[src/rtl/pss_pkg.sv]
// Shared types and constants for the periodic subscription scheduler.
package pss_pkg;

    // Field widths fixed by the interface.
    localparam int unsigned CMD_W    = 1;
    localparam int unsigned SLOTNUM_W = 8;
    localparam int unsigned PERIOD_W = 16;
    localparam int unsigned ADDR_W   = 32;
    localparam int unsigned COUNT_W  = 2;
    localparam int unsigned BUSID_W  = 5;
    localparam int unsigned OFFSET_W = 10;

    // A period of all ones never fires.
    localparam logic [PERIOD_W-1:0] PERIOD_OFF = '1;

    // At most this many slots are reported in one pass.
    localparam logic [COUNT_W-1:0] MAX_REPORTS = 2'd2;

    // Pass command codes.
    localparam logic [CMD_W-1:0] CMD_TICK      = 1'b0;
    localparam logic [CMD_W-1:0] CMD_SUBSCRIBE = 1'b1;

    // Controller states.
    typedef enum logic [1:0] {
        ST_IDLE,
        ST_SETUP,
        ST_WALK,
        ST_FINISH
    } state_t;

    // Commands from the controller to the datapath.
    typedef struct packed {
        logic load_pass;   // capture the accepted pass
        logic setup;       // apply subscribe, flip channel, restart walk
        logic step;        // advance one slot counter
        logic load_out;    // move the pass result into the output register
    } ctrl_cmd_t;

    // Status from the datapath to the controller.
    typedef struct packed {
        logic abort;       // subscribe to a slot number out of range
        logic last_slot;   // walk index is at the final slot
        logic any_due;     // at least one slot was reported in this pass
        logic out_free;    // output register can take a new result
    } dp_status_t;

endpackage

[src/rtl/pss_ctrl.sv]
// Controller state machine for the periodic subscription scheduler.
module pss_ctrl
    import pss_pkg::*;
(
    input  logic       clk,
    input  logic       rst_n,
    input  logic       pass_valid,
    output logic       pass_stall,
    input  dp_status_t status,
    output ctrl_cmd_t  cmd
);

    state_t state_reg;
    state_t state_next;

    // State register.
    always_ff @(posedge clk or negedge rst_n)
    begin
        if (!rst_n)
        begin
            state_reg <= ST_IDLE;
        end
        else
        begin
            state_reg <= state_next;
        end
    end

    // Next state and commands.
    always_comb
    begin
        state_next = state_reg;
        cmd        = '0;
        pass_stall = 1'b1;
        case (state_reg)
            ST_IDLE:
            begin
                pass_stall = 1'b0;
                if (pass_valid)
                begin
                    cmd.load_pass = 1'b1;
                    state_next    = ST_SETUP;
                end
            end
            ST_SETUP:
            begin
                if (status.abort)
                begin
                    state_next = ST_IDLE;
                end
                else
                begin
                    cmd.setup  = 1'b1;
                    state_next = ST_WALK;
                end
            end
            ST_WALK:
            begin
                cmd.step = 1'b1;
                if (status.last_slot)
                begin
                    state_next = ST_FINISH;
                end
            end
            ST_FINISH:
            begin
                if (!status.any_due)
                begin
                    state_next = ST_IDLE;
                end
                else if (status.out_free)
                begin
                    cmd.load_out = 1'b1;
                    state_next   = ST_IDLE;
                end
            end
            default:
            begin
                state_next = ST_IDLE;
            end
        endcase
    end

endmodule

[src/rtl/pss_datapath.sv]
// Slot tables, counter walk and result register of the periodic subscription scheduler.
module pss_datapath
    import pss_pkg::*;
#(
    parameter int unsigned SLOTS    = 16,
    parameter int unsigned ID_SHIFT = 5
)
(
    input  logic                 clk,
    input  logic                 rst_n,
    input  ctrl_cmd_t            cmd_in,
    output dp_status_t           status,
    input  logic [CMD_W-1:0]     cmd,
    input  logic [SLOTNUM_W-1:0] slot_number,
    input  logic [PERIOD_W-1:0]  report_period,
    input  logic [ADDR_W-1:0]    data_address,
    output logic                 report_valid,
    input  logic                 report_stall,
    output logic [COUNT_W-1:0]   report_count,
    output logic [BUSID_W-1:0]   first_slot,
    output logic [ADDR_W-1:0]    first_address,
    output logic [BUSID_W-1:0]   second_slot,
    output logic [ADDR_W-1:0]    second_address,
    output logic [OFFSET_W-1:0]  id_offset,
    output logic                 alt_channel
);

    localparam int unsigned IDX_W = (SLOTS > 1) ? $clog2(SLOTS) : 1;
    localparam logic [IDX_W-1:0] LAST_IDX = IDX_W'(SLOTS - 1);

    // Captured pass.
    logic [CMD_W-1:0]     cmd_reg;
    logic [SLOTNUM_W-1:0] slot_reg;
    logic [PERIOD_W-1:0]  period_reg;
    logic [ADDR_W-1:0]    addr_reg;

    // Slot tables.
    logic [PERIOD_W-1:0] period_table_reg [SLOTS];
    logic [PERIOD_W-1:0] tick_counter_reg [SLOTS];
    logic [ADDR_W-1:0]   address_table_reg [SLOTS];
    logic                toggle_reg;

    // Walk and per-pass results.
    logic [IDX_W-1:0]    idx_reg;
    logic [COUNT_W-1:0]  rep_count_reg;
    logic [BUSID_W-1:0]  first_id_reg;
    logic [ADDR_W-1:0]   first_addr_reg;
    logic [BUSID_W-1:0]  second_id_reg;
    logic [ADDR_W-1:0]   second_addr_reg;
    logic [OFFSET_W-1:0] offset_reg;

    // Output register.
    logic                out_valid_reg;
    logic [COUNT_W-1:0]  out_count_reg;
    logic [BUSID_W-1:0]  out_first_id_reg;
    logic [ADDR_W-1:0]   out_first_addr_reg;
    logic [BUSID_W-1:0]  out_second_id_reg;
    logic [ADDR_W-1:0]   out_second_addr_reg;
    logic [OFFSET_W-1:0] out_offset_reg;
    logic                out_channel_reg;

    logic                in_range;
    logic [IDX_W-1:0]    sub_idx;
    logic [SLOTNUM_W-1:0] slot_minus_one;
    logic [PERIOD_W-1:0] cnt_inc;
    logic                due;
    logic [BUSID_W-1:0]  bus_id;

    // Subscribe target and range check.
    assign in_range       = (slot_reg != '0) && (slot_reg <= SLOTNUM_W'(SLOTS));
    assign slot_minus_one = slot_reg - SLOTNUM_W'(1);
    assign sub_idx        = slot_minus_one[IDX_W-1:0];

    // Counter of the slot under the walk index.
    assign cnt_inc = tick_counter_reg[idx_reg] + PERIOD_W'(1);
    assign due     = (cnt_inc > period_table_reg[idx_reg]) && (rep_count_reg < MAX_REPORTS);
    assign bus_id  = BUSID_W'(idx_reg) + BUSID_W'(1);

    // Status toward the controller.
    assign status.abort     = (cmd_reg == CMD_SUBSCRIBE) && !in_range;
    assign status.last_slot = (idx_reg == LAST_IDX);
    assign status.any_due   = (rep_count_reg != '0);
    assign status.out_free  = !out_valid_reg || !report_stall;

    // Pass capture.
    always_ff @(posedge clk)
    begin
        if (cmd_in.load_pass)
        begin
            cmd_reg    <= cmd;
            slot_reg   <= slot_number;
            period_reg <= report_period;
            addr_reg   <= data_address;
        end
    end

    // Slot tables and channel toggle.
    always_ff @(posedge clk or negedge rst_n)
    begin
        if (!rst_n)
        begin
            for (int i = 0; i < SLOTS; i++)
            begin
                period_table_reg[i]  <= PERIOD_OFF;
                tick_counter_reg[i]  <= '0;
                address_table_reg[i] <= '0;
            end
            toggle_reg <= 1'b0;
        end
        else if (cmd_in.setup)
        begin
            toggle_reg <= ~toggle_reg;
            if (cmd_reg == CMD_SUBSCRIBE)
            begin
                period_table_reg[sub_idx]  <= period_reg;
                tick_counter_reg[sub_idx]  <= '0;
                address_table_reg[sub_idx] <= addr_reg;
            end
        end
        else if (cmd_in.step)
        begin
            tick_counter_reg[idx_reg] <= due ? PERIOD_W'(1) : cnt_inc;
        end
    end

    // Walk index and collection of the first two due slots.
    always_ff @(posedge clk or negedge rst_n)
    begin
        if (!rst_n)
        begin
            idx_reg       <= '0;
            rep_count_reg <= '0;
        end
        else if (cmd_in.setup)
        begin
            idx_reg       <= '0;
            rep_count_reg <= '0;
        end
        else if (cmd_in.step)
        begin
            if (!status.last_slot)
            begin
                idx_reg <= idx_reg + IDX_W'(1);
            end
            if (due)
            begin
                rep_count_reg <= rep_count_reg + COUNT_W'(1);
            end
        end
    end

    // Report payload gathered during the walk.
    always_ff @(posedge clk)
    begin
        if (cmd_in.setup)
        begin
            first_id_reg    <= '0;
            first_addr_reg  <= '0;
            second_id_reg   <= '0;
            second_addr_reg <= '0;
            offset_reg      <= '0;
        end
        else if (cmd_in.step && due)
        begin
            if (rep_count_reg == '0)
            begin
                first_id_reg   <= bus_id;
                first_addr_reg <= address_table_reg[idx_reg];
                offset_reg     <= OFFSET_W'(bus_id);
            end
            else
            begin
                second_id_reg   <= bus_id;
                second_addr_reg <= address_table_reg[idx_reg];
                offset_reg      <= offset_reg + (OFFSET_W'(bus_id) << ID_SHIFT);
            end
        end
    end

    // Output valid flag.
    always_ff @(posedge clk or negedge rst_n)
    begin
        if (!rst_n)
        begin
            out_valid_reg <= 1'b0;
        end
        else if (cmd_in.load_out)
        begin
            out_valid_reg <= 1'b1;
        end
        else if (!report_stall)
        begin
            out_valid_reg <= 1'b0;
        end
    end

    // Output payload register.
    always_ff @(posedge clk)
    begin
        if (cmd_in.load_out)
        begin
            out_count_reg       <= rep_count_reg;
            out_first_id_reg    <= first_id_reg;
            out_first_addr_reg  <= first_addr_reg;
            out_second_id_reg   <= second_id_reg;
            out_second_addr_reg <= second_addr_reg;
            out_offset_reg      <= offset_reg;
            out_channel_reg     <= toggle_reg;
        end
    end

    assign report_valid   = out_valid_reg;
    assign report_count   = out_count_reg;
    assign first_slot     = out_first_id_reg;
    assign first_address  = out_first_addr_reg;
    assign second_slot    = out_second_id_reg;
    assign second_address = out_second_addr_reg;
    assign id_offset      = out_offset_reg;
    assign alt_channel    = out_channel_reg;

endmodule

[src/rtl/periodic_subscription_scheduler.sv]
// Top level of the periodic subscription scheduler.
//
//   Channel   Direction  Handshake            Carries
//   pass      in         pass_valid/stall     cmd, slot_number, report_period, data_address
//   report    out        report_valid/stall   count, slots, addresses, id_offset, alt_channel
//
// A pass is accepted, then the subscribe request is applied, then the counter
// walk visits every slot in turn, and finally the result is handed over.
// The walk visits the slot tables through a single index, one slot a cycle.
// A pass with an out-of-range subscribe ends at the setup state with no change.
// The result waits in an output register; a stalled report holds the next
// pass only in its finish state. Reset restores all slot tables at once.
module periodic_subscription_scheduler
    import pss_pkg::*;
#(
    parameter int unsigned SLOTS    = 16,
    parameter int unsigned ID_SHIFT = 5
)
(
    input  logic                 clk,
    input  logic                 rst_n,
    input  logic                 pass_valid,
    output logic                 pass_stall,
    input  logic [CMD_W-1:0]     cmd,
    input  logic [SLOTNUM_W-1:0] slot_number,
    input  logic [PERIOD_W-1:0]  report_period,
    input  logic [ADDR_W-1:0]    data_address,
    output logic                 report_valid,
    input  logic                 report_stall,
    output logic [COUNT_W-1:0]   report_count,
    output logic [BUSID_W-1:0]   first_slot,
    output logic [ADDR_W-1:0]    first_address,
    output logic [BUSID_W-1:0]   second_slot,
    output logic [ADDR_W-1:0]    second_address,
    output logic [OFFSET_W-1:0]  id_offset,
    output logic                 alt_channel
);

    ctrl_cmd_t  ctrl_cmd;
    dp_status_t dp_status;

    // Sequencing of one pass.
    pss_ctrl u_ctrl (
        .clk        (clk),
        .rst_n      (rst_n),
        .pass_valid (pass_valid),
        .pass_stall (pass_stall),
        .status     (dp_status),
        .cmd        (ctrl_cmd)
    );

    // Slot tables and result path.
    pss_datapath #(
        .SLOTS    (SLOTS),
        .ID_SHIFT (ID_SHIFT)
    ) u_datapath (
        .clk            (clk),
        .rst_n          (rst_n),
        .cmd_in         (ctrl_cmd),
        .status         (dp_status),
        .cmd            (cmd),
        .slot_number    (slot_number),
        .report_period  (report_period),
        .data_address   (data_address),
        .report_valid   (report_valid),
        .report_stall   (report_stall),
        .report_count   (report_count),
        .first_slot     (first_slot),
        .first_address  (first_address),
        .second_slot    (second_slot),
        .second_address (second_address),
        .id_offset      (id_offset),
        .alt_channel    (alt_channel)
    );

endmodule

[config.mk]
export PLATFORM = sky130hd
export DESIGN_NAME = periodic_subscription_scheduler
export DESIGN_NICKNAME = d
export VERILOG_FILES = /design/src/rtl/pss_pkg.sv /design/src/rtl/pss_ctrl.sv /design/src/rtl/pss_datapath.sv /design/src/rtl/periodic_subscription_scheduler.sv
export SDC_FILE = /design/constraint.sdc
export NUM_CORES = 2
export LEC_CHECK = 0
export ABC_AREA = 1
export ABC_CLOCK_PERIOD_IN_PS = 10100
export BUFFER_PORTS_ARGS = -buffer_cell sky130_fd_sc_hd__buf_2
export CORE_MARGIN = 5
export CORE_UTILIZATION = 63
export DETAILED_ROUTE_END_ITERATION = 16
export PLACE_DENSITY = 0.8
export SLEW_MARGIN = 10
export SYNTH_ARGS = -nofsm -noshare
export SYNTH_HDL_FRONTEND = slang
export SYNTH_HIERARCHICAL = 1
export SYNTH_SLANG_ARGS = --single-unit
[constraint.sdc]
create_clock -name clk -period 10.1 [get_ports clk]
set_input_delay 0.505 -clock clk [delete_from_list [all_inputs] [get_ports clk]]
set_output_delay 0.505 -clock clk [all_outputs]
set_load 0.1 [all_outputs]
# == Word level (Yosys, flattened, before mapping) ==
# Index checks and enable logic that the tools add are counted.
# classes
bitwise,6
n_eq_ne,10
n_reduce_logical,23
n_mux,46
add_sub_neg,6
n_lt_le_gt_ge,7
# ops
operator,n
256-bit 2-to-1 mux,3
256-bit bitwise mux,2
512-bit bitwise mux,1
256-bit bitwise AND,1
256-bit inverter,1
16-bit binary-select mux with 4-bit select,2
32-bit binary-select mux with 4-bit select,1
16-bit demux with 4-bit select,2
32-bit demux with 4-bit select,1
16-bit 2-to-1 mux,7
32-bit 2-to-1 mux,3
"16-bit by 1-bit adder with 16-bit output, second input constant",1
16-bit > comparator,1
2-bit 2-to-1 mux,8
4-bit 2-to-1 mux,3
2-bit AND reduction,6
1-bit 2-to-1 mux,11
10-bit adder,1
"5-bit >= comparator, second input constant",2
"5-bit by 1-bit < comparator with 1-bit output, second input constant",2
10-bit 2-to-1 mux,1
4-bit inverter with 5-bit output,2
"8-bit by 5-bit <= comparator with 1-bit output, second input constant",1
2-bit case mux with 4 select lines,1
19 further kinds,34
# word_totals
inputBits,61
wordCells,167
register_bits,1262
out_inout_bits,89

# == Logic depth before layout (Yosys ltp) ==
# depth
depth_word,11
mapped_depth,32
mapped_depth_nobuf,28

# == Modules after synthesis ==
# Netlist, hierarchy kept.
# modules_own_cells
module,cells_each,area_each_um2,instances
pss_datapath,6648,57003.4,1
pss_ctrl,23,143.9,1

# == Worst setup path after synthesis ==
# Ideal clock, no wire load.
# synth_path
kind,reg2reg
startpoint,register u_datapath.out_valid_reg (netlist: u_datapath/report_valid)
endpoint,"register u_datapath.out_channel_reg (netlist: u_datapath/alt_channel), enable pin"
synth_period_minus_slack_ps,7590
n_path_buf,0
t_arrival_ps,6948
path_slack_ps,2510
stages_incl_launch_ff,4
required_time_ps,9458
cell_sequence,dfrtp_1 > nand2_1 > nand2_1 > nor3_1
# synth_rtl
item,line,source
from (decl),pss_datapath.sv:53,logic out_valid_reg;
from (signal assigned),pss_datapath.sv:185,out_valid_reg <= 1'b0;
from (signal assigned),pss_datapath.sv:189,out_valid_reg <= 1'b1;
from (signal assigned),pss_datapath.sv:193,out_valid_reg <= 1'b0;
to (signal assigned),pss_datapath.sv:208,out_channel_reg <= toggle_reg;
to (decl),pss_datapath.sv:60,logic out_channel_reg;

# == Worst setup path in the final report ==
# layout_path
startpoint,register u_datapath.idx_reg[0]
endpoint,register u_datapath.second_id_reg[2]
# layout_via
elab_chain_cells,9
elab_cells_between_ends,13
# layout_rtl
item,line,source
from (decl),pss_datapath.sv:44,logic [IDX_W-1:0] idx_reg;
from (signal assigned),pss_datapath.sv:143,idx_reg <= idx_reg + IDX_W'(1);
4-bit inverter with 5-bit output (not written as such),"pss_datapath.sv:75, pss_datapath.sv:76",
16-bit binary-select mux with 4-bit select,pss_datapath.sv:75,assign cnt_inc = tick_counter_reg[idx_reg] + PERIOD_W'(1);
16-bit 2-to-1 mux (not written as such) (2 in series),pss_datapath.sv:75,
16-bit by 1-bit adder with 16-bit output,pss_datapath.sv:75,
16-bit > comparator,pss_datapath.sv:76,assign due = (cnt_inc > period_table_reg[idx_reg]) && (rep_count_reg < MAX_REPORTS);
1-bit logical AND,pss_datapath.sv:76,
1-bit logical AND,pss_datapath.sv:163,else if (cmd_in.step && due)
2-bit AND reduction (no line),--,
to (signal assigned),pss_datapath.sv:173,second_id_reg <= bus_id;
to (decl),pss_datapath.sv:48,logic [BUSID_W-1:0] second_id_reg;
# Several ways; a longest one is shown, not always the timed one. The select of a mux whose other input is x is not followed.
# A chain may end at the register's enable or synchronous reset.

==> metrics.txt <==
Avg WL per Cell approximately 22 um; CTS tree built; internal power consumption 12100 uW; switching share of power 42.7%; Peak Freq approximately 140 MHz; number of buffers created by CTS between 100 and 150; post-CTS repair timing setup buffer count 0; combinational group share of total power around two fifths; total number of clock tree sinks 1262; placer's final routability congestion estimate a little under 1; cell with the biggest individual delay on the critical path buf_4; Setup crit start u_datapath/idx_reg[0]; total congestion overflow 0; total number of H-tree levels 4; Area contributors post-synth dfrtp_1 (34%), dfstp_2 (12%), a21oi_1 (8.5%); total of warnings raised by yosys 6; slew margin rel. 15.4%; die height between 300 and 400 um; fraction of registers with async set/reset about four fifths; number of cell rows 110; layout overhead on the synthesized area 10.2%; Sum Neg Setup Slack 0 ns; initial antenna violation count 4; First-pass DRT Iterations 9; number of cell instances on the worst register-to-register path 28; total I/O pin count 150; largest net degree at the start of global routing 234; mean area per synthesized cell 8.57 um2; worst flop-to-flop path endpoint u_datapath/second_id_reg[2]; largest fanout on the critical path 96; setup slack of the most critical reg-to-reg path roughly 2.8 ns; vias per inst just over 6; power spent charging and discharging nets around 9000 uW; reg-to-reg critical path startpoint u_datapath/idx_reg[0]; via count of the first global-routing pass 46646; global-route wire length before repair between 200000 and 300000 um; RSZ-0062 raised after global routing false; # Max-Cap Violations 0; count of flip-flops with a built-in enable after synthesis approximately 140; endpoints failing hold 0; sequential-to-total area share from yosys stat a little under three fifths; clock-pin slew on the worst setup and hold paths approximately 0.06 ns; power density over the cells approximately 330 nW/um2; Die Outline Area 96800 um2; post-detailed-placement half-perimeter wirelength 97400 um; Lkg Pwr roughly 0.027 uW; number of distinct standard cells referenced by the synthesized netlist 50; arrival time at the worst endpoint a little under 8 ns; element type at the critical path end register; clock tree buffer depth 3; Req. time, crit path ~11 ns; DRC violation count after routing 0; worst setup skew after layout about 0.023 ns; maximum cell stage delay along the critical path roughly 0.8 ns; path category of the worst min-delay check primary input to register; library cell used as clock root buffer clkbuf_16; most used cell along the critical path nand2_1; port bufs roughly 150; First DRT Iteration DRCs between 6000 and 7000; number of nets with antenna violations after routing 0; Final #Nets about 6700; number of synthesized register bits between 1000 and 1500; crit path capture u_datapath/second_id_reg[2]; width of the die about 310 um; Post-synth top flop dfrtp_1; area of the placeable core around 90000 um2; Max rail drop VDD roughly 0.23 mV; cell type contributing the most total cell area after synthesis dfrtp_1; number of instances in the synthesized netlist about 6700; Critical Path Start Type register; fraction of final layout cells sized beyond drive strength 1 between 10% and 20%; flip-flop count of the largest register after layout ~510; fraction of post-synthesis cell area in the top cell type by area roughly a third; Period minus WS final 7.31 ns; Mapped Area 57100 um2; number of vias after detailed routing a little under 50000; part of the total power dissipated in the clock network 23.2%; filler cell count in the final layout between 6000 and 7000; Skew-Pair Late Insertion Delay approximately 0.76 ns; Reg power frac around 37%; cell with the most instances after synthesis nand2_1; effective utilization at floorplan 63.5%; final worst-path cycle share roughly 72%; total routing usage reported by global routing approximately a third; instance area after placement 58000 um2; number of endpoints failing setup at the final stage 0; run status finished, final reports clean; actual transition at the worst max-transition pin ~1.3 ns; category of the most critical setup path register to register; Post-synth top cells nand2_1 (1126), a21oi_1 (970), o21ai_0 (833), dfrtp_1 (778), nor2_1 (733); final-report max-slew violation count 0; total wire length ~170000 um; post-route cell area 63000 um2; Syn Nets roughly 6800
==> kinds of logic (layout without fill, tap and decap cells) <==
family / after synthesis / in the layout / synth area share, %
and+or+nand+nor: 2159 / 2159 / 15.4
AOI/OAI and AO/OA: 2099 / 2099 / 19.5
DFF: 1262 / 1262 / 56.3
buffers and inverters: 1114 / 1136 / 7.88
adders and majority gates: 27 / 27 / 0.604
xor gates and xnor gates: 10 / 10 / 0.212
other: 0 / 5 / 0
==> per-stage QoR <==
stage	setup WS (ns)	instances	utilization, %	hold WS [ns]	power [uW]
6_report	2.79	7874	69.9	0.0472	21000
5_1_grt	2.32	7871	69.9	0.0497	22200
2_1_floorplan	2.51	6671	-	0.209	13500
3_3_place_gp	3.25	7571	64.4	0.414	15600
3_5_place_dp	3.05	7571	64.4	0.413	15900
4_1_cts	3.03	7869	69.9	0.00498	20900
==> cells in the final DEF, fill, tap and decap left out, types with 84 or more instances in the layout <==
cell type,n
nand2_1,1123
a21oi_1,970
o21ai_0,833
dfrtp_1,776
nor2_1,716
inv_1,600
dfstp_2,256
buf_2,148
edfxtp_1,144
clkbuf_16,136
nand3_1,131
o22ai_1,111
dfxtp_1,84
==> repair_timing <==
action                    4_1_cts  5_1_grt
hold buffers                   56        0
gates resized for setup         0        0
hold endpoints to repair      142        0
==> power by group through the flow <==
stage               registers [uW]  clock network, uW  logic, uW
floorplan                     7960                  0       5540
global placement              7790                  0       7850
detailed placement            7860                  0       8040
CTS                           7780               4940       8130
global route                  7970               5170       9050
finish                        7810               4890       8350
==> worst max-delay path: cells and delay by family (launching register included) <==
family | cells | cell delay [ns]
compound gates | 3 | 0.47
simple gates | 16 | 2.40
buf+inv | 7 | 3.16
flops | 1 | 0.45
fa+ha+maj | 2 | 0.51
==> layer usage <==
metal  wire, um  part of all wire [%]  track usage, %
met3      16200                   9.5            7.09
met1      64100                    38            44.9
met4      11800                   6.9            21.4
met2      77700                    46            53.5
met5          0                     0               0
==> final cells by class <==
type / count / area [um2] / share of cell area, %
clock buffers: 195 / 3830 / 6.09
inverters: 624 / 2360 / 3.75
flip-flops and latches: 1262 / 32200 / 51.2
clock inverters: 47 / 546 / 0.867
well taps: 1176 / 1470 / 2.34
repair buffers: 270 / 1920 / 3.04
diodes: 5 / 12.5 / 0.0199
multi-input cells: 4295 / 20600 / 32.7
==> how the worst min path moves through the flow <==
| stage | start | end | slack (ns) | depth (start not counted) |
|---|---|---|---|---|
| final | data_address[3] | u_datapath/addr_reg[3] | 0.05 | 1 |
| after global routing | data_address[3] | u_datapath/addr_reg[3] | 0.05 | 1 |
| after CTS | data_address[3] | u_datapath/addr_reg[3] | 0.005 | 1 |
| after detailed placement | u_datapath/second_id_reg[2] | u_datapath/second_slot[2] | 0.41 | 0 |
| after global placement | u_datapath/second_addr_reg[14] | u_datapath/second_address[14] | 0.41 | 0 |
| after floorplan | rst_n | asynchronous set/reset pin | 0.21 | 0 |
Power figures use the tool's default switching activity.
